File: src/design/ucrs_pkg.sv
// Shared types and constants of the uncovered code run scanner.
package ucrs_pkg;

  typedef enum logic [1:0] {
    OP_START  = 2'd0,
    OP_APPEND = 2'd1,
    OP_BYTE   = 2'd2
  } op_e;

  typedef enum logic [1:0] {
    K_START  = 2'd0,
    K_APPEND = 2'd1,
    K_BYTE   = 2'd2
  } kind_e;

  localparam int unsigned MAX_RANGES_DEF = 64;
  localparam int unsigned Q_DEPTH        = 2;

  localparam int unsigned CFG_IDX_W  = 1;
  localparam int unsigned CFG_DATA_W = 32;

  localparam logic [CFG_IDX_W-1:0] CFG_MIN_RUN  = 1'b0;
  localparam logic [CFG_IDX_W-1:0] CFG_MAX_FIND = 1'b1;

  localparam logic [31:0] MIN_RUN_RST  = 32'd16;
  localparam logic [15:0] MAX_FIND_RST = 16'd64;

  localparam logic [7:0] PAD_ZERO = 8'h00;
  localparam logic [7:0] PAD_INT3 = 8'hCC;

  // One classified request as it waits in the queue.
  typedef struct packed {
    kind_e       kind;
    logic [63:0] tag;
    logic [31:0] w0;    // section address on start, range begin on append
    logic [31:0] w1;    // range end on append
    logic        cand;  // valid byte that is not padding
    logic        last;
  } item_t;

  typedef struct packed {
    logic [31:0] min_run;
    logic [15:0] max_findings;
  } cfg_t;

endpackage

File: src/design/ucrs_queue.sv
// Short queue of classified requests between the front end and the back end.
module ucrs_queue (
  input  logic            clk_i,
  input  logic            rst_ni,
  input  logic            push_valid_i,
  input  ucrs_pkg::item_t push_item_i,
  output logic            push_ready_o,
  output logic            pop_valid_o,
  output ucrs_pkg::item_t pop_item_o,
  input  logic            pop_ready_i
);
  import ucrs_pkg::*;

  localparam int unsigned PtrW = (Q_DEPTH > 1) ? $clog2(Q_DEPTH) : 1;
  localparam int unsigned CntW = $clog2(Q_DEPTH + 1);

  item_t           slot_q [Q_DEPTH];
  logic [PtrW-1:0] wr_ptr_q, wr_ptr_d, rd_ptr_q, rd_ptr_d;
  logic [CntW-1:0] cnt_q, cnt_d;
  logic            push, pop;

  assign push_ready_o = (cnt_q != CntW'(Q_DEPTH));
  assign pop_valid_o  = (cnt_q != '0);
  assign pop_item_o   = slot_q[rd_ptr_q];
  assign push         = push_valid_i && push_ready_o;
  assign pop          = pop_valid_o && pop_ready_i;

  always_comb begin
    wr_ptr_d = wr_ptr_q;
    rd_ptr_d = rd_ptr_q;
    cnt_d    = cnt_q;
    if (push) begin
      wr_ptr_d = (wr_ptr_q == PtrW'(Q_DEPTH - 1)) ? '0 : wr_ptr_q + 1'b1;
    end
    if (pop) begin
      rd_ptr_d = (rd_ptr_q == PtrW'(Q_DEPTH - 1)) ? '0 : rd_ptr_q + 1'b1;
    end
    if (push && !pop) begin
      cnt_d = cnt_q + 1'b1;
    end else if (pop && !push) begin
      cnt_d = cnt_q - 1'b1;
    end
  end

  always_ff @(posedge clk_i or negedge rst_ni) begin
    if (!rst_ni) begin
      wr_ptr_q <= '0;
      rd_ptr_q <= '0;
      cnt_q    <= '0;
    end else begin
      wr_ptr_q <= wr_ptr_d;
      rd_ptr_q <= rd_ptr_d;
      cnt_q    <= cnt_d;
    end
  end

  always_ff @(posedge clk_i) begin
    if (push) begin
      slot_q[wr_ptr_q] <= push_item_i;
    end
  end

endmodule

File: config.mk
export PLATFORM = sky130hd
export DESIGN_NAME = ucrs_queue
export DESIGN_NICKNAME = d
export VERILOG_FILES = /design/src/design/ucrs_pkg.sv /design/src/design/ucrs_queue.sv
export SDC_FILE = /design/constraint.sdc
export NUM_CORES = 1
export LEC_CHECK = 0
export ABC_AREA = 1
export BUFFER_PORTS_ARGS = -buffer_cell sky130_fd_sc_hd__buf_2
export CORE_MARGIN = 2
export CORE_UTILIZATION = 50
export CTS_CLUSTER_DIAMETER = 150
export DETAILED_ROUTE_END_ITERATION = 10
export PLACE_DENSITY = 0.77
export SYNTH_ARGS = -nofsm -noshare
export SYNTH_HDL_FRONTEND = slang
export SYNTH_SLANG_ARGS = --single-unit
File: constraint.sdc
create_clock -name clk_i -period 18.1 [get_ports clk_i]
set_input_delay 0.905 -clock clk_i [delete_from_list [all_inputs] [get_ports clk_i]]
set_output_delay 0.905 -clock clk_i [all_outputs]
set_load 0.01 [all_outputs]
==> metrics.md <==
| Metric | Value |
|---|---|
| Pwr dens | `166 mW/mm^2` |
| TritonCTS clock tree | `yes` |
| Overflow after GRT | `0` |
| Initial antenna violation count | `5` |
| #FFs+latches synth | `268` |
| Slew Limit Fails | `0` |
| Post-CTS Setup Bufs | `0` |
| Final setup vio count | `0` |
| Final Instance Area | `0.0122 mm^2` |
| Clk_lat worst skew | `0.52 ns` |
| Most frequent cell after synthesis | `nand2_1` |
| Pin count of the biggest net entering global routing | `84` |
| First-pass GRT wire length | `29600 um` |
| Crit Path Category | `reg -> out` |
| Share of cells above drive strength 1 | `31.8%` |
| Die Span Y | `144 um` |
| Avg WL per Cell | `15.7 um` |
| Maximum vdd drop | `0.109 mV` |
| Period utilization | `22.4%` |
| Critical path launch point type | `flop` |
| Worst-path clk slew | `0.06 ns` |
| Worst-case clock buffer depth | `3` |
| Post-synth top cells | `nand2_1, edfxtp_1, buf_2, buf_6, inv_1` |
| Die area | `0.0208 mm^2` |
| Dominant synthesized flop cell | `edfxtp_1` |
| DRT Pass-1 Iters | `6` |
| DR vias | `6111` |
| Placed Area | `0.0114 mm^2` |
| EDFF count, synth | `264` |
| Final hold viol count | `0` |
| Area leader, netlist | `edfxtp_1` |
| Hold-fix buffers, CTS | `0` |
| RSZ-0062 raised after global routing | `no` |
| Final WS setup | `14.04 ns` |
| Mapped Cells | `718` |
| Clk root buf | `clkbuf_16` |
| DRC errors left | `0` |
| Top post-synthesis cells by area | `edfxtp_1, nand2_1, buf_6, dfrtp_1, buf_2` |
| # rows | `51` |
| Post-CTS sizing | `0` |
| FMAX | `246 MHz` |
| GRT Total Usage | `18.4%` |
| Largest fanout on the critical path | `83` |
| Seq/Total Area, Yosys | `81.6%` |
| CP Capture Type | `output pin` |
| Final Skew | `0.0107 ns` |
| Ys Warns | `0` |
| PortBufs | `269` |
| Die width | `144 um` |
| Leakage Power | `5.28 nW` |
| IO Pins | `270` |
| Post-layout net count | `1130` |
| Max_slew headroom | `36.2%` |
| Hold WC Path Type | `in -> async` |
| Post-synthesis async set-or-reset flop share | `1.49%` |
| Core Footprint | `0.0194 mm^2` |
| Vias in the first global route | `5867` |
| Count of different cell masters after synthesis | `14` |
| Pre-CTS setup slack | `14.52 ns` |
| CTS Sinks | `268` |
| Syn Nets | `855` |
| HPWL after DPL | `12600 um` |
| Crit path DAT | `3.15 ns` |
| GP Congestion | `0.768` |
| Initial Util | `50.7%` |
| Vias per Instance | `4.77` |
| Synthesized area | `0.00984 mm^2` |
| Htree depth | `1` |
| Final worst path period need | `4.06 ns` |
| Total CTS buffers | `27` |
| Util after Layout | `63.0%` |
| Syn Area/Cell | `13.7 um^2` |
| Setup TNS Final | `0 ns` |
| WL final | `20100 um` |
| Status | `completed` |
| Synth top area share | `80.6%` |
| MaxCap Viol Count | `0` |
| Slew @ Worst Pin | `0.957 ns` |
| Critical Path RT | `17.19 ns` |
| Area grow syn2layout | `24.3%` |
| Drt first-iter violations | `376` |
| Post-route ant nets | `0` |
## report_power, final
group | switching (mW) | total [mW] | internal (mW)
Clock | 0.220 | 0.521 | 0.301
Sequential | 0.0610 | 0.911 | 0.850
Combinational | 0.399 | 0.594 | 0.195
## sequential cells by signal, summed over array words and instances, names as in the netlist
register	cells
wr_ptr_q	1
slot_q	264
rd_ptr_q	1
cnt_q	2
## worst max-delay path, stage by stage (launching register included)
cell and delay (ns):
dfrtp_4 0.78, inv_4 0.63, buf_4 0.75, nand2_1 0.13, nand2_1 0.09, buf_2 0.13
## through the flow
| stage | total power, mW | hold WS (ns) | instances |
|---|---|---|---|
| after global routing | 2.15 | 0.171 | 1279 |
| final | 2.03 | 0.190 | 1282 |
| after detailed placement | 1.53 | 0.490 | 1229 |
| after floorplan | 1.31 | 0.462 | 718 |
| after CTS | 2.05 | 0.168 | 1278 |
| after global placement | 1.52 | 0.482 | 1229 |
## cell usage in the layout (no fill, tap or decap), drive strengths merged, types with 2 or more instances in the layout
cell,netlist,final
nand2,406,406
buf,29,275
edfxtp,264,264
clkbuf,0,35
clkinv,0,9
inv,7,8
diode,0,4
dfrtp,4,4
clkinvlp,0,3
nor2,2,2
nand3,2,2
## cells by family after synthesis
group	count (synthesis)	share of synthesized area [%]
simple gates	411	15.7
xor+xnor	2	0.178
buf+inv	36	2.39
fa+ha+maj	1	0.127
flops	268	81.6
## worst paths after layout
check | from | to | slack, ns | depth (start not counted)
max | rd_ptr_q | pop_item_o[106] | 14.04 | 5
max in group asynchronous | rst_ni | rd_ptr_q | 17.77 | 1
max reg2reg | cnt_q[0] | slot_q[1][110] | 15.27 | 6
min in group clk_i | cnt_q[0] | cnt_q[0] | 0.50 | 1
min | rst_ni | cnt_q[1] | 0.19 | 1
min reg2reg | cnt_q[0] | cnt_q[0] | 0.50 | 1
## per-layer routing
metal	global-route usage [%]	up-vias	share of wire, %
li1	-	2983	-
met3	4.24	42	7.1
met2	31.5	214	51
met5	0	-	0.065
met4	6.64	2	3.0
met1	23.1	2870	38
## layout make-up
| type | instances | area (um^2) |
|---|---|---|
| timing repair buffer | 275 | 1390 |
| fill | 1500 | 7170 |
| clock buffer | 35 | 736 |
| clock inverter | 14 | 109 |
| sequential | 268 | 8030 |
| inverter | 7 | 28.8 |
| tap | 265 | 332 |
| antenna | 4 | 10.0 |
| multi-input combinational | 414 | 1590 |
Power figures use the tool's default switching activity.
