===== src/design/ucrs_pkg.sv =====
// Shared types and constants of the uncovered code run scanner.
package ucrs_pkg;

  typedef enum logic [1:0] {
    OP_START  = 2'd0,
    OP_APPEND = 2'd1,
    OP_BYTE   = 2'd2
  } op_e;

  typedef enum logic [1:0] {
    K_START  = 2'd0,
    K_APPEND = 2'd1,
    K_BYTE   = 2'd2
  } kind_e;

  localparam int unsigned MAX_RANGES_DEF = 64;
  localparam int unsigned Q_DEPTH        = 2;

  localparam int unsigned CFG_IDX_W  = 1;
  localparam int unsigned CFG_DATA_W = 32;

  localparam logic [CFG_IDX_W-1:0] CFG_MIN_RUN  = 1'b0;
  localparam logic [CFG_IDX_W-1:0] CFG_MAX_FIND = 1'b1;

  localparam logic [31:0] MIN_RUN_RST  = 32'd16;
  localparam logic [15:0] MAX_FIND_RST = 16'd64;

  localparam logic [7:0] PAD_ZERO = 8'h00;
  localparam logic [7:0] PAD_INT3 = 8'hCC;

  // One classified request as it waits in the queue.
  typedef struct packed {
    kind_e       kind;
    logic [63:0] tag;
    logic [31:0] w0;    // section address on start, range begin on append
    logic [31:0] w1;    // range end on append
    logic        cand;  // valid byte that is not padding
    logic        last;
  } item_t;

  typedef struct packed {
    logic [31:0] min_run;
    logic [15:0] max_findings;
  } cfg_t;

endpackage


===== src/design/ucrs_req_if.sv =====
// Request channel of the scanner: valid, ready and the request fields.
interface ucrs_req_if;
  logic        valid;
  logic        ready;
  logic [1:0]  op;
  logic [63:0] module_tag;
  logic [31:0] section_rva;
  logic [31:0] range_begin;
  logic [31:0] range_end;
  logic [7:0]  code_byte;
  logic        byte_valid;
  logic        last_byte;

  modport source (output valid, op, module_tag, section_rva, range_begin, range_end,
                  code_byte, byte_valid, last_byte, input ready);
  modport sink   (input valid, op, module_tag, section_rva, range_begin, range_end,
                  code_byte, byte_valid, last_byte, output ready);
endinterface


===== src/design/ucrs_front.sv =====
// Front end: takes requests, classifies them and pushes them into the queue.
module ucrs_front (
  ucrs_req_if.sink            req_i,
  output logic                push_valid_o,
  output ucrs_pkg::item_t     push_item_o,
  input  logic                push_ready_i
);
  import ucrs_pkg::*;

  logic known_op;

  always_comb begin
    known_op         = 1'b1;
    push_item_o.kind = K_BYTE;
    push_item_o.w0   = req_i.range_begin;
    case (op_e'(req_i.op))
      OP_START: begin
        push_item_o.kind = K_START;
        push_item_o.w0   = req_i.section_rva;
      end
      OP_APPEND: push_item_o.kind = K_APPEND;
      OP_BYTE:   push_item_o.kind = K_BYTE;
      default:   known_op = 1'b0;
    endcase
    push_item_o.tag  = req_i.module_tag;
    push_item_o.w1   = req_i.range_end;
    push_item_o.cand = req_i.byte_valid && (req_i.code_byte != PAD_ZERO) &&
                       (req_i.code_byte != PAD_INT3);
    push_item_o.last = req_i.last_byte;
  end

  // Unknown opcodes are taken and dropped here.
  assign push_valid_o = req_i.valid && known_op;
  assign req_i.ready  = push_ready_i;

endmodule


===== src/flat_wrapper.sv =====
// flat-port wrapper written by rule: the top's interface ports become plain ports
module ucrs_front_flat import ucrs_pkg::*;
  (push_valid_o, push_item_o, push_ready_i, req_i_valid, req_i_op, req_i_module_tag, req_i_section_rva, req_i_range_begin, req_i_range_end, req_i_code_byte, req_i_byte_valid, req_i_last_byte, req_i_ready);
  ucrs_req_if req_i_i ();
  output logic push_valid_o;
  output ucrs_pkg::item_t push_item_o;
  input  logic push_ready_i;
  input wire logic [$bits(req_i_i.valid)-1:0] req_i_valid;
  input wire logic [$bits(req_i_i.op)-1:0] req_i_op;
  input wire logic [$bits(req_i_i.module_tag)-1:0] req_i_module_tag;
  input wire logic [$bits(req_i_i.section_rva)-1:0] req_i_section_rva;
  input wire logic [$bits(req_i_i.range_begin)-1:0] req_i_range_begin;
  input wire logic [$bits(req_i_i.range_end)-1:0] req_i_range_end;
  input wire logic [$bits(req_i_i.code_byte)-1:0] req_i_code_byte;
  input wire logic [$bits(req_i_i.byte_valid)-1:0] req_i_byte_valid;
  input wire logic [$bits(req_i_i.last_byte)-1:0] req_i_last_byte;
  output wire logic [$bits(req_i_i.ready)-1:0] req_i_ready;
  assign req_i_i.valid = req_i_valid;
  assign req_i_i.op = req_i_op;
  assign req_i_i.module_tag = req_i_module_tag;
  assign req_i_i.section_rva = req_i_section_rva;
  assign req_i_i.range_begin = req_i_range_begin;
  assign req_i_i.range_end = req_i_range_end;
  assign req_i_i.code_byte = req_i_code_byte;
  assign req_i_i.byte_valid = req_i_byte_valid;
  assign req_i_i.last_byte = req_i_last_byte;
  assign req_i_ready = req_i_i.ready;
  ucrs_front u_core (.req_i(req_i_i), .push_valid_o(push_valid_o), .push_item_o(push_item_o), .push_ready_i(push_ready_i));
endmodule

===== config.mk =====
export PLATFORM = sky130hd
export DESIGN_NAME = ucrs_front_flat
export DESIGN_NICKNAME = d
export VERILOG_FILES = /design/src/design/ucrs_pkg.sv /design/src/design/ucrs_req_if.sv /design/src/design/ucrs_front.sv /design/src/flat_wrapper.sv
export SDC_FILE = /design/constraint.sdc
export NUM_CORES = 1
export LEC_CHECK = 0
export BUFFER_PORTS_ARGS = -buffer_cell sky130_fd_sc_hd__buf_2
export CORE_AREA = 2 2 121 123
export DETAILED_ROUTE_END_ITERATION = 8
export DIE_AREA = 0 0 123 125
export GPL_ROUTABILITY_DRIVEN = 0
export SLEW_MARGIN = 10
export SYNTH_ARGS = -nofsm -noshare
export SYNTH_HDL_FRONTEND = slang
export SYNTH_SLANG_ARGS = --single-unit

===== constraint.sdc =====
create_clock -name vclk -period 1.31
set_clock_uncertainty 0.15 [all_clocks]
set_input_delay 0.0655 -clock vclk [all_inputs]
set_output_delay 0.0655 -clock vclk [all_outputs]
set_load 0.03 [all_outputs]

==> metrics.yaml <==
drt:
  wl_per_cell_um: 12.39
  drt_iter0_markers: 17
  dr.pass1.iters: 3
  drt-total-wl_um: 5477
  ant_nets: 0
  num_vias: 1369
  via_per_inst: 3.097
  drc_errors: 0
synthesis:
  ys_types: 13
  synth_mux_area_share_pct: 35.93
  syn_nets: 316
  synthAdderAreaFrac_pct: 0
  synth_compound_gate_area_share_pct: 1.141
  yosys.area_share.xor_xnor_pct: 0
  ys.warnings.count: 0
  syn_area_per_cell_um2: 9.269
  synth_top_family_by_area: "buffers and inverters"
  netlist_instances: 142
  syn_area_um2: 1316
  synth-simple-area-share_pct: 3.327
  yosysSeqAreaShare_pct: 0
global_routing:
  grt_pass1_vias: 1276
  grt_max_degree: 21
  antenna_found_initial: 0
  grtUsageTotal_pct: 5.355
  overflow: 0
  grt_pass1_wl_um: 6644
layout:
  nets: 434
  mostFrequentLayoutCell: "dlygate4sd3_1"
  drive_above_1_share_pct: 59.69
  diodes: 0
  syn2layout_area_growth_pct: 97.15
  nFillCells: 1558
  utilization_pct: 18.27
  nFlopsAndLatches: 0
  clock_buffers: 0
  regArea_um2: 0
  most-common-layout-cells: "dlygate4sd3_1 (98), buf_2 (87), mux2_4 (30), buf_6 (19), buf_4 (6)"
  final_area_um2: 2595
critical_path:
  criticalPathCategory: "input pin to primary output"
  cp-end-kind: "primary output"
  crit_fanout: 6
  critPathArrivalTime_ns: 1.07
  startpoint: "req_i_op[0]"
  critPathRequiredTime_ns: 1.09
  startpoint_type: "input pin"
timing:
  worst_pin_slew_ns: 0.3489
  hold_viol_final: 0
  period_needed_ns: 1.282
  max_freq_mhz: 780.1
  relSlewSlack_pct: 76.66
  final-setup-viol-count: 0
  holdWs_ns: 0.2505
  slew_violations: 0
  rsz0062_at_grt: "false"
  finalCritPeriodShare_pct: 97.86
placement:
  dp_hpwl_um: 3500
  io_buffers: 112
  placed_area_um2: 1358
floorplan:
  core_um2: 14200
  fp.dieH_um: 125
  rows: 44
  start_util_pct: 9.267
  dieArea_um2: 15380
  ioPinCount: 308
  dieWidth_um: 123
outcome:
  outcome: "finished clean"
min_path:
  hp-class: "input pin to primary output"
  min_from: "req_i_op[1]"
power:
  vdd_drop_max_mv: 0.1157
  leakagePower_nw: 1.223
  power.density_nw_per_um2: 489.0
job:
  cap_violations: 0
-- kinds of logic after synthesis --
| family | Yosys count |
|---|---|
| compound gates | 2 |
| buf+inv | 102 |
| mux | 32 |
| simple gates | 6 |
-- metrics by stage --
step                total power [W]  worst slack [ns]  cells  setup TNS (ns)
floorplan                 0.0009190            0.2666    142               0
global placement          0.0005772          -0.01495    339         -0.1301
detailed placement        0.0005806          -0.02635    339         -0.2812
CTS                        0.001179          -0.02676    437         -0.2297
global route               0.001324          0.001305    442               0
finish                     0.001269           0.02810    442               0
-- routing by layer --
layer | vias up | GRT usage, % | share of wire [%]
met5 | - | 0 | 0
met4 | 0 | 0.06684 | 0
met3 | 0 | 0.4106 | 8.8
met2 | 137 | 11.73 | 58
met1 | 635 | 5.562 | 33
li1 | 597 | - | -
-- worst max-delay path, cell delays in order --
cell and delay (ns):
buf_6 0.10, nor2_4 0.13, buf_12 0.15, clkbuf_16 0.15, mux2_4 0.29, buf_4 0.17
-- layout make-up --
type / instances / area [um2] / area share [%]
timing repair buffer: 218 / 1833 / 70.64
tap: 184 / 230.2 / 8.872
multi-input combinational: 40 / 531.8 / 20.49
-- report_power, final --
part           switching (W)  total (W)  leakage [nW]  internal (W)
combinational       0.000711    0.00127          1.22      0.000558
clock                      0          0             0             0
sequential                 0          0             0             0
-- Yosys cell counts --
| library cell | n | share of area [%] |
|---|---|---|
| nand2_1 | 1 | 0.28 |
| mux2_4 | 30 | 34 |
| buf_4 | 98 | 56 |
| nor4_1 | 1 | 0.48 |
| mux2_2 | 2 | 1.7 |
| clkbuf_1 | 1 | 0.28 |
| or4_1 | 1 | 0.57 |
| a21boi_0 | 1 | 0.57 |
| nand4_1 | 1 | 0.48 |
| nor2_4 | 1 | 0.86 |
| a21boi_1 | 1 | 0.57 |
| buf_8 | 3 | 3.4 |
| and2b_2 | 1 | 0.67 |
-- worst paths after layout --
kind / end / slack [ns] / cells past startpoint
min: push_item_o[131] / 0.25 / 2
max: push_item_o[37] / 0.03 / 6
-- timing repair --
item,4_1_cts,5_1_grt
cloned,0,4
hold buffers,98,0
buffers inserted,0,1
hold endpoints to repair,98,0
resized for setup,11,50
pin swaps,0,1
setup endpoints to repair,19,30
Note: power is estimated with default switching activity, not from simulation.
