**src/design/ucrs_pkg.sv**
```systemverilog
// Shared types and constants of the uncovered code run scanner.
package ucrs_pkg;

  typedef enum logic [1:0] {
    OP_START  = 2'd0,
    OP_APPEND = 2'd1,
    OP_BYTE   = 2'd2
  } op_e;

  typedef enum logic [1:0] {
    K_START  = 2'd0,
    K_APPEND = 2'd1,
    K_BYTE   = 2'd2
  } kind_e;

  localparam int unsigned MAX_RANGES_DEF = 64;
  localparam int unsigned Q_DEPTH        = 2;

  localparam int unsigned CFG_IDX_W  = 1;
  localparam int unsigned CFG_DATA_W = 32;

  localparam logic [CFG_IDX_W-1:0] CFG_MIN_RUN  = 1'b0;
  localparam logic [CFG_IDX_W-1:0] CFG_MAX_FIND = 1'b1;

  localparam logic [31:0] MIN_RUN_RST  = 32'd16;
  localparam logic [15:0] MAX_FIND_RST = 16'd64;

  localparam logic [7:0] PAD_ZERO = 8'h00;
  localparam logic [7:0] PAD_INT3 = 8'hCC;

  // One classified request as it waits in the queue.
  typedef struct packed {
    kind_e       kind;
    logic [63:0] tag;
    logic [31:0] w0;    // section address on start, range begin on append
    logic [31:0] w1;    // range end on append
    logic        cand;  // valid byte that is not padding
    logic        last;
  } item_t;

  typedef struct packed {
    logic [31:0] min_run;
    logic [15:0] max_findings;
  } cfg_t;

endpackage

```
**src/design/ucrs_find_if.sv**
```systemverilog
// Finding channel of the scanner: valid, ready and the finding fields.
interface ucrs_find_if;
  logic        valid;
  logic        ready;
  logic [63:0] finding_module;
  logic [31:0] finding_rva;
  logic [31:0] finding_length;
  logic        limit_reached;

  modport source (output valid, finding_module, finding_rva, finding_length,
                  limit_reached, input ready);
  modport sink   (input valid, finding_module, finding_rva, finding_length,
                  limit_reached, output ready);
endinterface

```
**src/design/ucrs_back.sv**
```systemverilog
// Back end: range table, coverage scan, run tracking and the finding register.
module ucrs_back #(
  parameter int unsigned MAX_RANGES = ucrs_pkg::MAX_RANGES_DEF
) (
  input  logic             clk_i,
  input  logic             rst_ni,
  input  ucrs_pkg::cfg_t   cfg_i,
  input  logic             pop_valid_i,
  input  ucrs_pkg::item_t  pop_item_i,
  output logic             pop_ready_o,
  ucrs_find_if.source      find_o
);
  import ucrs_pkg::*;

  localparam int unsigned CntW = $clog2(MAX_RANGES + 1);
  localparam int unsigned IdxW = (MAX_RANGES > 1) ? $clog2(MAX_RANGES) : 1;

  typedef enum logic [2:0] {
    ST_IDLE    = 3'b001,
    ST_SCAN    = 3'b010,
    ST_RESOLVE = 3'b100
  } state_e;

  state_e          state_q, state_d;
  logic [CntW-1:0] rng_cnt_q, rng_cnt_d;
  logic [CntW-1:0] idx_q, idx_d;
  logic [31:0]     base_q, base_d;
  logic [63:0]     module_q, module_d;
  logic [31:0]     offset_q, offset_d;
  logic            run_open_q, run_open_d;
  logic [31:0]     run_start_q, run_start_d;
  logic [15:0]     find_cnt_q, find_cnt_d;
  logic [31:0]     addr_q, addr_d;
  logic            last_q, last_d;
  logic            suspect_q, suspect_d;

  logic [31:0]     beg_mem [MAX_RANGES];
  logic [31:0]     end_mem [MAX_RANGES];
  logic [31:0]     rd_beg_q, rd_end_q;
  logic            mem_we, rd_en;

  logic            out_valid_q, out_valid_d;
  logic [63:0]     out_module_q;
  logic [31:0]     out_rva_q, out_len_q;
  logic            out_limit_q;
  logic            out_load;

  logic            limit_hit, hit, scan_done, closing, emit, out_free;
  logic [31:0]     end_off, start_off, run_len;
  logic [15:0]     cnt_inc;

  assign limit_hit = (find_cnt_q >= cfg_i.max_findings);
  // Read data of the previous cycle's table read is valid once one read went out.
  assign hit       = (idx_q != '0) && (addr_q >= rd_beg_q) && (addr_q < rd_end_q);
  assign scan_done = (idx_q == rng_cnt_q);

  assign end_off   = suspect_q ? offset_q + 32'd1 : offset_q;
  assign start_off = (suspect_q && !run_open_q) ? offset_q : run_start_q;
  assign run_len   = end_off - start_off;
  assign closing   = suspect_q ? last_q : run_open_q;
  assign emit      = closing && (run_len >= cfg_i.min_run);
  assign cnt_inc   = find_cnt_q + 16'd1;
  assign out_free  = !out_valid_q || find_o.ready;

  always_comb begin
    state_d     = state_q;
    rng_cnt_d   = rng_cnt_q;
    idx_d       = idx_q;
    base_d      = base_q;
    module_d    = module_q;
    offset_d    = offset_q;
    run_open_d  = run_open_q;
    run_start_d = run_start_q;
    find_cnt_d  = find_cnt_q;
    addr_d      = addr_q;
    last_d      = last_q;
    suspect_d   = suspect_q;
    pop_ready_o = 1'b0;
    mem_we      = 1'b0;
    rd_en       = 1'b0;
    out_load    = 1'b0;
    out_valid_d = find_o.ready ? 1'b0 : out_valid_q;

    case (state_q)
      ST_IDLE: begin
        pop_ready_o = 1'b1;
        if (pop_valid_i) begin
          case (pop_item_i.kind)
            K_START: begin
              module_d    = pop_item_i.tag;
              base_d      = pop_item_i.w0;
              rng_cnt_d   = '0;
              offset_d    = '0;
              run_open_d  = 1'b0;
              run_start_d = '0;
            end
            K_APPEND: begin
              if (rng_cnt_q < CntW'(MAX_RANGES)) begin
                mem_we    = 1'b1;
                rng_cnt_d = rng_cnt_q + 1'b1;
              end
            end
            K_BYTE: begin
              if (!limit_hit) begin
                addr_d = base_q + offset_q;
                last_d = pop_item_i.last;
                idx_d  = '0;
                if (!pop_item_i.cand) begin
                  suspect_d = 1'b0;
                  state_d   = ST_RESOLVE;
                end else if (rng_cnt_q == '0) begin
                  suspect_d = 1'b1;
                  state_d   = ST_RESOLVE;
                end else begin
                  state_d = ST_SCAN;
                end
              end
            end
            default: ;
          endcase
        end
      end
      ST_SCAN: begin
        if (hit) begin
          suspect_d = 1'b0;
          state_d   = ST_RESOLVE;
        end else if (scan_done) begin
          suspect_d = 1'b1;
          state_d   = ST_RESOLVE;
        end else begin
          rd_en = 1'b1;
          idx_d = idx_q + 1'b1;
        end
      end
      ST_RESOLVE: begin
        if (!emit || out_free) begin
          offset_d = offset_q + 32'd1;
          if (suspect_q && !last_q) begin
            run_open_d  = 1'b1;
            run_start_d = start_off;
          end else if (closing) begin
            run_open_d = 1'b0;
          end
          if (emit) begin
            find_cnt_d  = cnt_inc;
            out_valid_d = 1'b1;
            out_load    = 1'b1;
          end
          state_d = ST_IDLE;
        end
      end
      default: state_d = ST_IDLE;
    endcase
  end

  always_ff @(posedge clk_i or negedge rst_ni) begin
    if (!rst_ni) begin
      state_q     <= ST_IDLE;
      rng_cnt_q   <= '0;
      idx_q       <= '0;
      base_q      <= '0;
      module_q    <= '0;
      offset_q    <= '0;
      run_open_q  <= 1'b0;
      run_start_q <= '0;
      find_cnt_q  <= '0;
      out_valid_q <= 1'b0;
    end else begin
      state_q     <= state_d;
      rng_cnt_q   <= rng_cnt_d;
      idx_q       <= idx_d;
      base_q      <= base_d;
      module_q    <= module_d;
      offset_q    <= offset_d;
      run_open_q  <= run_open_d;
      run_start_q <= run_start_d;
      find_cnt_q  <= find_cnt_d;
      out_valid_q <= out_valid_d;
    end
  end

  always_ff @(posedge clk_i) begin
    addr_q    <= addr_d;
    last_q    <= last_d;
    suspect_q <= suspect_d;
    if (out_load) begin
      out_module_q <= module_q;
      out_rva_q    <= base_q + start_off;
      out_len_q    <= run_len;
      out_limit_q  <= (cnt_inc >= cfg_i.max_findings);
    end
  end

  // Range table, one write and one registered read per cycle.
  always_ff @(posedge clk_i) begin
    if (mem_we) begin
      beg_mem[rng_cnt_q[IdxW-1:0]] <= pop_item_i.w0;
      end_mem[rng_cnt_q[IdxW-1:0]] <= pop_item_i.w1;
    end
    if (rd_en) begin
      rd_beg_q <= beg_mem[idx_q[IdxW-1:0]];
      rd_end_q <= end_mem[idx_q[IdxW-1:0]];
    end
  end

  assign find_o.valid          = out_valid_q;
  assign find_o.finding_module = out_module_q;
  assign find_o.finding_rva    = out_rva_q;
  assign find_o.finding_length = out_len_q;
  assign find_o.limit_reached  = out_limit_q;

endmodule

```
**src/flat_wrapper.sv**
```systemverilog
// flat-port wrapper written by rule: the top's interface ports become plain ports
module ucrs_back_flat import ucrs_pkg::*;
#(
  parameter int unsigned MAX_RANGES = ucrs_pkg::MAX_RANGES_DEF
)
  (clk_i, rst_ni, cfg_i, pop_valid_i, pop_item_i, pop_ready_o, find_o_valid, find_o_finding_module, find_o_finding_rva, find_o_finding_length, find_o_limit_reached, find_o_ready);
  ucrs_find_if find_o_i ();
  input  logic clk_i;
  input  logic rst_ni;
  input  ucrs_pkg::cfg_t cfg_i;
  input  logic pop_valid_i;
  input  ucrs_pkg::item_t pop_item_i;
  output logic pop_ready_o;
  output wire logic [$bits(find_o_i.valid)-1:0] find_o_valid;
  output wire logic [$bits(find_o_i.finding_module)-1:0] find_o_finding_module;
  output wire logic [$bits(find_o_i.finding_rva)-1:0] find_o_finding_rva;
  output wire logic [$bits(find_o_i.finding_length)-1:0] find_o_finding_length;
  output wire logic [$bits(find_o_i.limit_reached)-1:0] find_o_limit_reached;
  input wire logic [$bits(find_o_i.ready)-1:0] find_o_ready;
  assign find_o_valid = find_o_i.valid;
  assign find_o_finding_module = find_o_i.finding_module;
  assign find_o_finding_rva = find_o_i.finding_rva;
  assign find_o_finding_length = find_o_i.finding_length;
  assign find_o_limit_reached = find_o_i.limit_reached;
  assign find_o_i.ready = find_o_ready;
  ucrs_back #(.MAX_RANGES(MAX_RANGES)) u_core (.clk_i(clk_i), .rst_ni(rst_ni), .cfg_i(cfg_i), .pop_valid_i(pop_valid_i), .pop_item_i(pop_item_i), .pop_ready_o(pop_ready_o), .find_o(find_o_i));
endmodule
```
**config.mk**
```make
export PLATFORM = sky130hd
export DESIGN_NAME = ucrs_back_flat
export DESIGN_NICKNAME = d
export VERILOG_FILES = /design/src/design/ucrs_pkg.sv /design/src/design/ucrs_find_if.sv /design/src/design/ucrs_back.sv /design/src/flat_wrapper.sv
export SDC_FILE = /design/constraint.sdc
export NUM_CORES = 2
export LEC_CHECK = 0
export BUFFER_PORTS_ARGS = -buffer_cell sky130_fd_sc_hd__clkbuf_2
export CORE_MARGIN = 2
export CORE_UTILIZATION = 35
export CTS_BUF_LIST = sky130_fd_sc_hd__clkbuf_16
export CTS_CLUSTER_SIZE = 40
export DETAILED_ROUTE_END_ITERATION = 16
export PLACE_DENSITY_LB_ADDON = 0.1
export SKIP_LAST_GASP = 1
export SYNTH_ARGS = -nofsm -noshare
export SYNTH_HDL_FRONTEND = slang
export SYNTH_SLANG_ARGS = --single-unit
```
**constraint.sdc**
```tcl
create_clock -name clk_i -period 11.9 [get_ports clk_i]
set_input_delay 1.19 -clock clk_i [delete_from_list [all_inputs] [get_ports clk_i]]
set_output_delay 1.19 -clock clk_i [all_outputs]
set_load 0.01 [all_outputs]
```
==> run_results.csv <==
group,metric,value,unit
final_layout,area_delta_synth_final,15.1,%
die,num_io_pins,315,
sta,setup_viol,0,
synthesis,postSynth.asyncResetShare,0.0432,
die,die_x,719,um
synthesis,yosysSeqAreaShare,0.752,
global_route,grt_use_total,0.214,
routing,drc,0,
clock_tree,hold_buffers,0,
sta,tns,0,ps
synthesis,synth_seq_cells,4518,
global_route,grt-ovfl-total,0,
final_layout,drive_above_1_share,0.293,
pwr,peakVddDrop,0.158,mV
synthesis,synth_flop_cell,"edfxtp_1",
setup_path,worstSetupEndpointType,"flip-flop",
pwr,p_per_area,181,nW/um^2
hold_path,hp-class,"input pin to async pin",
routing,wl,561000,um
sta,hold_violations,0,
clock_tree,cts_tree,"yes",
global_route,busiest_layer,"met2",
setup_path,start_kind,"flip-flop",
synthesis,synth_cell_types,85,
setup_path,slowest_delay,950,ps
clock_tree,clk_path_buf_depth,4,
sta,period_share,0.682,
setup_path,required,12810,ps
status,status,"completed",
global_route,grt_pass1_vias,91000,
setup_path,crit_path_top_delay_cell,"nor2_1",
die,start_util,0.351,
setup_path,cp_data_arrival_time,9020,ps
placement,port-buffer-count,314,
routing,drt-vias-per-instance,5.54,
die,die_height,719,um
global_route,grt_util_met2,0.347,
routing,num_vias,88800,
synthesis,synth_edf_count,4323,
clock_tree,cts_resized,0,
sta,clock.fmax,123,MHz
clock_tree,numCtsBuffers,521,
die,die_area,517000,sq um
pwr,p_leak,66.4,nW
final_layout,num-fill-cells,45100,
die,rows,262,
clock_tree,cts_sinks,4518,
sta,skew,49.9,ps
global_route,grt_max_degree,132,
routing,wl_per_cell,35.0,um
clock_tree,htreeDepth,6,
sta,period_needed,8110,ps
routing,dr.pass1.iters,7,
synthesis,avgSynthCellArea,21.9,sq um
setup_path,crit_type,"flip-flop to flip-flop",
clock_tree,cts-root-buf,"clkbuf_16",
placement,dpl-instance-area,190000,sq um
final_layout,fin_util,0.405,
setup_path,crit_fanout,13,
synthesis,ys_warn_count,0,
sta,slew_headroom,0.0574,
sta,grt_setup_unrepaired,"false",
global_route,grt_pass1_wl,771000,um
job,maxCapViolCount,0,
clock_tree,clk_latency,1050,ps
global_route,met3_usage,0.0299,
placement,place_hpwl,311000,um
synthesis,synth_area,179000,sq um
clock_tree,cts_setup_buffers,0,
die,fp.coreArea,509000,sq um
global_route,use_met1,0.306,
final_layout,final_nets,9277,
synthesis,synth_cells,8165,
placement,gp_congestion,0.797,
sta,maxSlewViolCount,0,
clock_tree,cts.clk_slew.worst_paths,60,ps
routing,drt_iter0_markers,9778,
sta,max_slew.worst_pin.slew,1410,ps
final_layout,fin_area,206000,sq um
global_route,antenna_found_initial,55,
synthesis,syn_nets,8578,
routing,antenna_left,0,
-- metal layers --
layer,wire length [um],vias up
li1,-,35600
met1,247000,49500
met2,269000,3021
met3,31300,654
met4,13300,10
met5,56,-
-- placed cells by master (no fill, tap or decap), types with 24 or more instances in the layout --
cell	synthesis	final
and3_1	42	41
clkbuf_16	0	534
a21oi_1	106	106
nand2_1	386	386
xnor2_1	110	110
nor2_1	186	125
mux2i_1	34	34
inv_1	174	297
nor2b_1	24	24
buf_12	0	24
dfrtp_1	194	188
nor2_4	0	61
a21o_1	111	111
nand2b_1	25	24
ha_1	226	226
nand3_1	54	54
xor2_1	43	43
clkinv_1	1	124
clkbuf_2	0	312
buf_4	1	218
o21ai_0	88	88
nor3_1	27	26
mux4_2	1344	1344
clkinv_2	0	69
nand4_1	35	35
edfxtp_1	4323	4323
mux2_2	33	33
-- path summary, 6_finish.rpt --
path	startpoint	end	slack, ps	depth (start not counted)
worst max-delay path	u_core.offset_q[0]	u_core.offset_q[17]	3790	28
worst min-delay path	rst_ni	u_core.find_cnt_q[0]	170	1
worst max register to register	u_core.offset_q[0]	u_core.offset_q[17]	3790	28
worst min register to register	u_core.module_q[19]	u_core.find_o.finding_module[19]	440	0
max in group asynchronous	rst_ni	u_core.module_q[15]	9560	3
min in group clk_i	pop_item_i[94]	u_core.module_q[28]	350	3
-- worst max-delay path: cells and delay by family (launching register included) --
family | cells | cell delay [ps]
flip-flops | 1 | 490
AND/OR/NAND/NOR | 12 | 3600
AO/OA/AOI/OAI | 11 | 2580
adder cells (fa/ha/maj) | 3 | 940
XOR/XNOR | 2 | 390
-- state kept, by name, summed over array words and instances, names as in the netlist, 3 cells and up --
name and cells:
u_core.find_o.finding_module 64, u_core.run_start_q 32, u_core.base_q 32, u_core.rng_cnt_q 7
u_core.state_q 3, u_core.idx_q 7, u_core.find_o.finding_length 32, u_core.rd_end_q 32
u_core.beg_mem 2048, u_core.offset_q 32, u_core.find_cnt_q 16, u_core.find_o.finding_rva 32
u_core.end_mem 2048, u_core.module_q 64, u_core.addr_q 32, u_core.rd_beg_q 32
-- through the flow --
stage / hold WS [ps] / total power, mW / cells / setup slack, ps
after global routing: 205 / 38.6 / 16000 / 3110
after global placement: 428 / 22.5 / 15100 / 3470
final: 171 / 37.3 / 16000 / 3790
after CTS: 126 / 37.7 / 16000 / 3620
after floorplan: 425 / 21.1 / 8165 / 2900
after detailed placement: 429 / 22.6 / 15100 / 3670
-- synth_stat cells (5+ instances only) --
library cell	n	area share
and4_1	7	0.00034
a32o_1	5	0.00028
a21oi_1	106	0.0030
a221oi_1	7	0.00034
mux2i_1	34	0.0019
nand3b_1	5	0.00021
edfxtp_1	4323	0.73
a31oi_1	8	0.00028
o21ai_0	88	0.0025
nand3_1	54	0.0015
a211o_1	5	0.00024
nor2_1	186	0.0039
nand2_1	386	0.0081
xnor2_1	110	0.0054
ha_1	226	0.016
clkbuf_1	229	0.0048
o21bai_1	7	0.00029
o211ai_1	14	0.00059
nor4_1	12	0.00042
buf_2	103	0.0029
and2_1	9	0.00031
inv_1	174	0.0036
nand2b_1	25	0.00087
o31ai_1	5	0.00021
mux4_2	1344	0.17
xor2_1	43	0.0021
o21a_1	20	0.00084
buf_1	40	0.00084
or3_1	7	0.00024
mux2_2	33	0.0021
a21boi_0	7	0.00029
or2_2	6	0.00021
dfrtp_1	194	0.027
and3_1	42	0.0015
nor3b_1	13	0.00055
nor2b_1	24	0.00084
a211oi_1	9	0.00038
a21o_1	111	0.0047
nor3_1	27	0.00075
nand4_1	35	0.0012
-- cell families after synthesis --
kind of cell	synth area share
DFF	0.752
muxes	0.173
and+or+nand+nor	0.0218
adders and majority gates	0.0161
buffers and inverters	0.0127
AOI/OAI and AO/OA	0.0165
xor gates and xnor gates	0.00748
-- where the power goes --
| part | leakage [nW] | internal [mW] | switching [mW] | total, mW |
|---|---|---|---|---|
| Sequential | 41.4 | 17.9 | 0.317 | 18.2 |
| Combinational | 16.7 | 1.76 | 2.26 | 4.01 |
| Clock | 8.31 | 8.55 | 6.54 | 15.1 |
| Total | 66.4 | 28.2 | 9.12 | 37.3 |
-- final cells by class --
cell class / instances / area [sq um] / area share
clock inverter: 393 / 2640 / 0.0128
sequential: 4518 / 135000 / 0.654
timing repair buffer: 556 / 3700 / 0.0179
clock buffer: 534 / 13400 / 0.0648
inverter: 175 / 662 / 0.00321
antenna: 7 / 17.5 / 0.0000850
multi-input combinational: 3092 / 42600 / 0.207
tap: 6732 / 8420 / 0.0409
No activity file was read; power rests on OpenSTA's default activity.
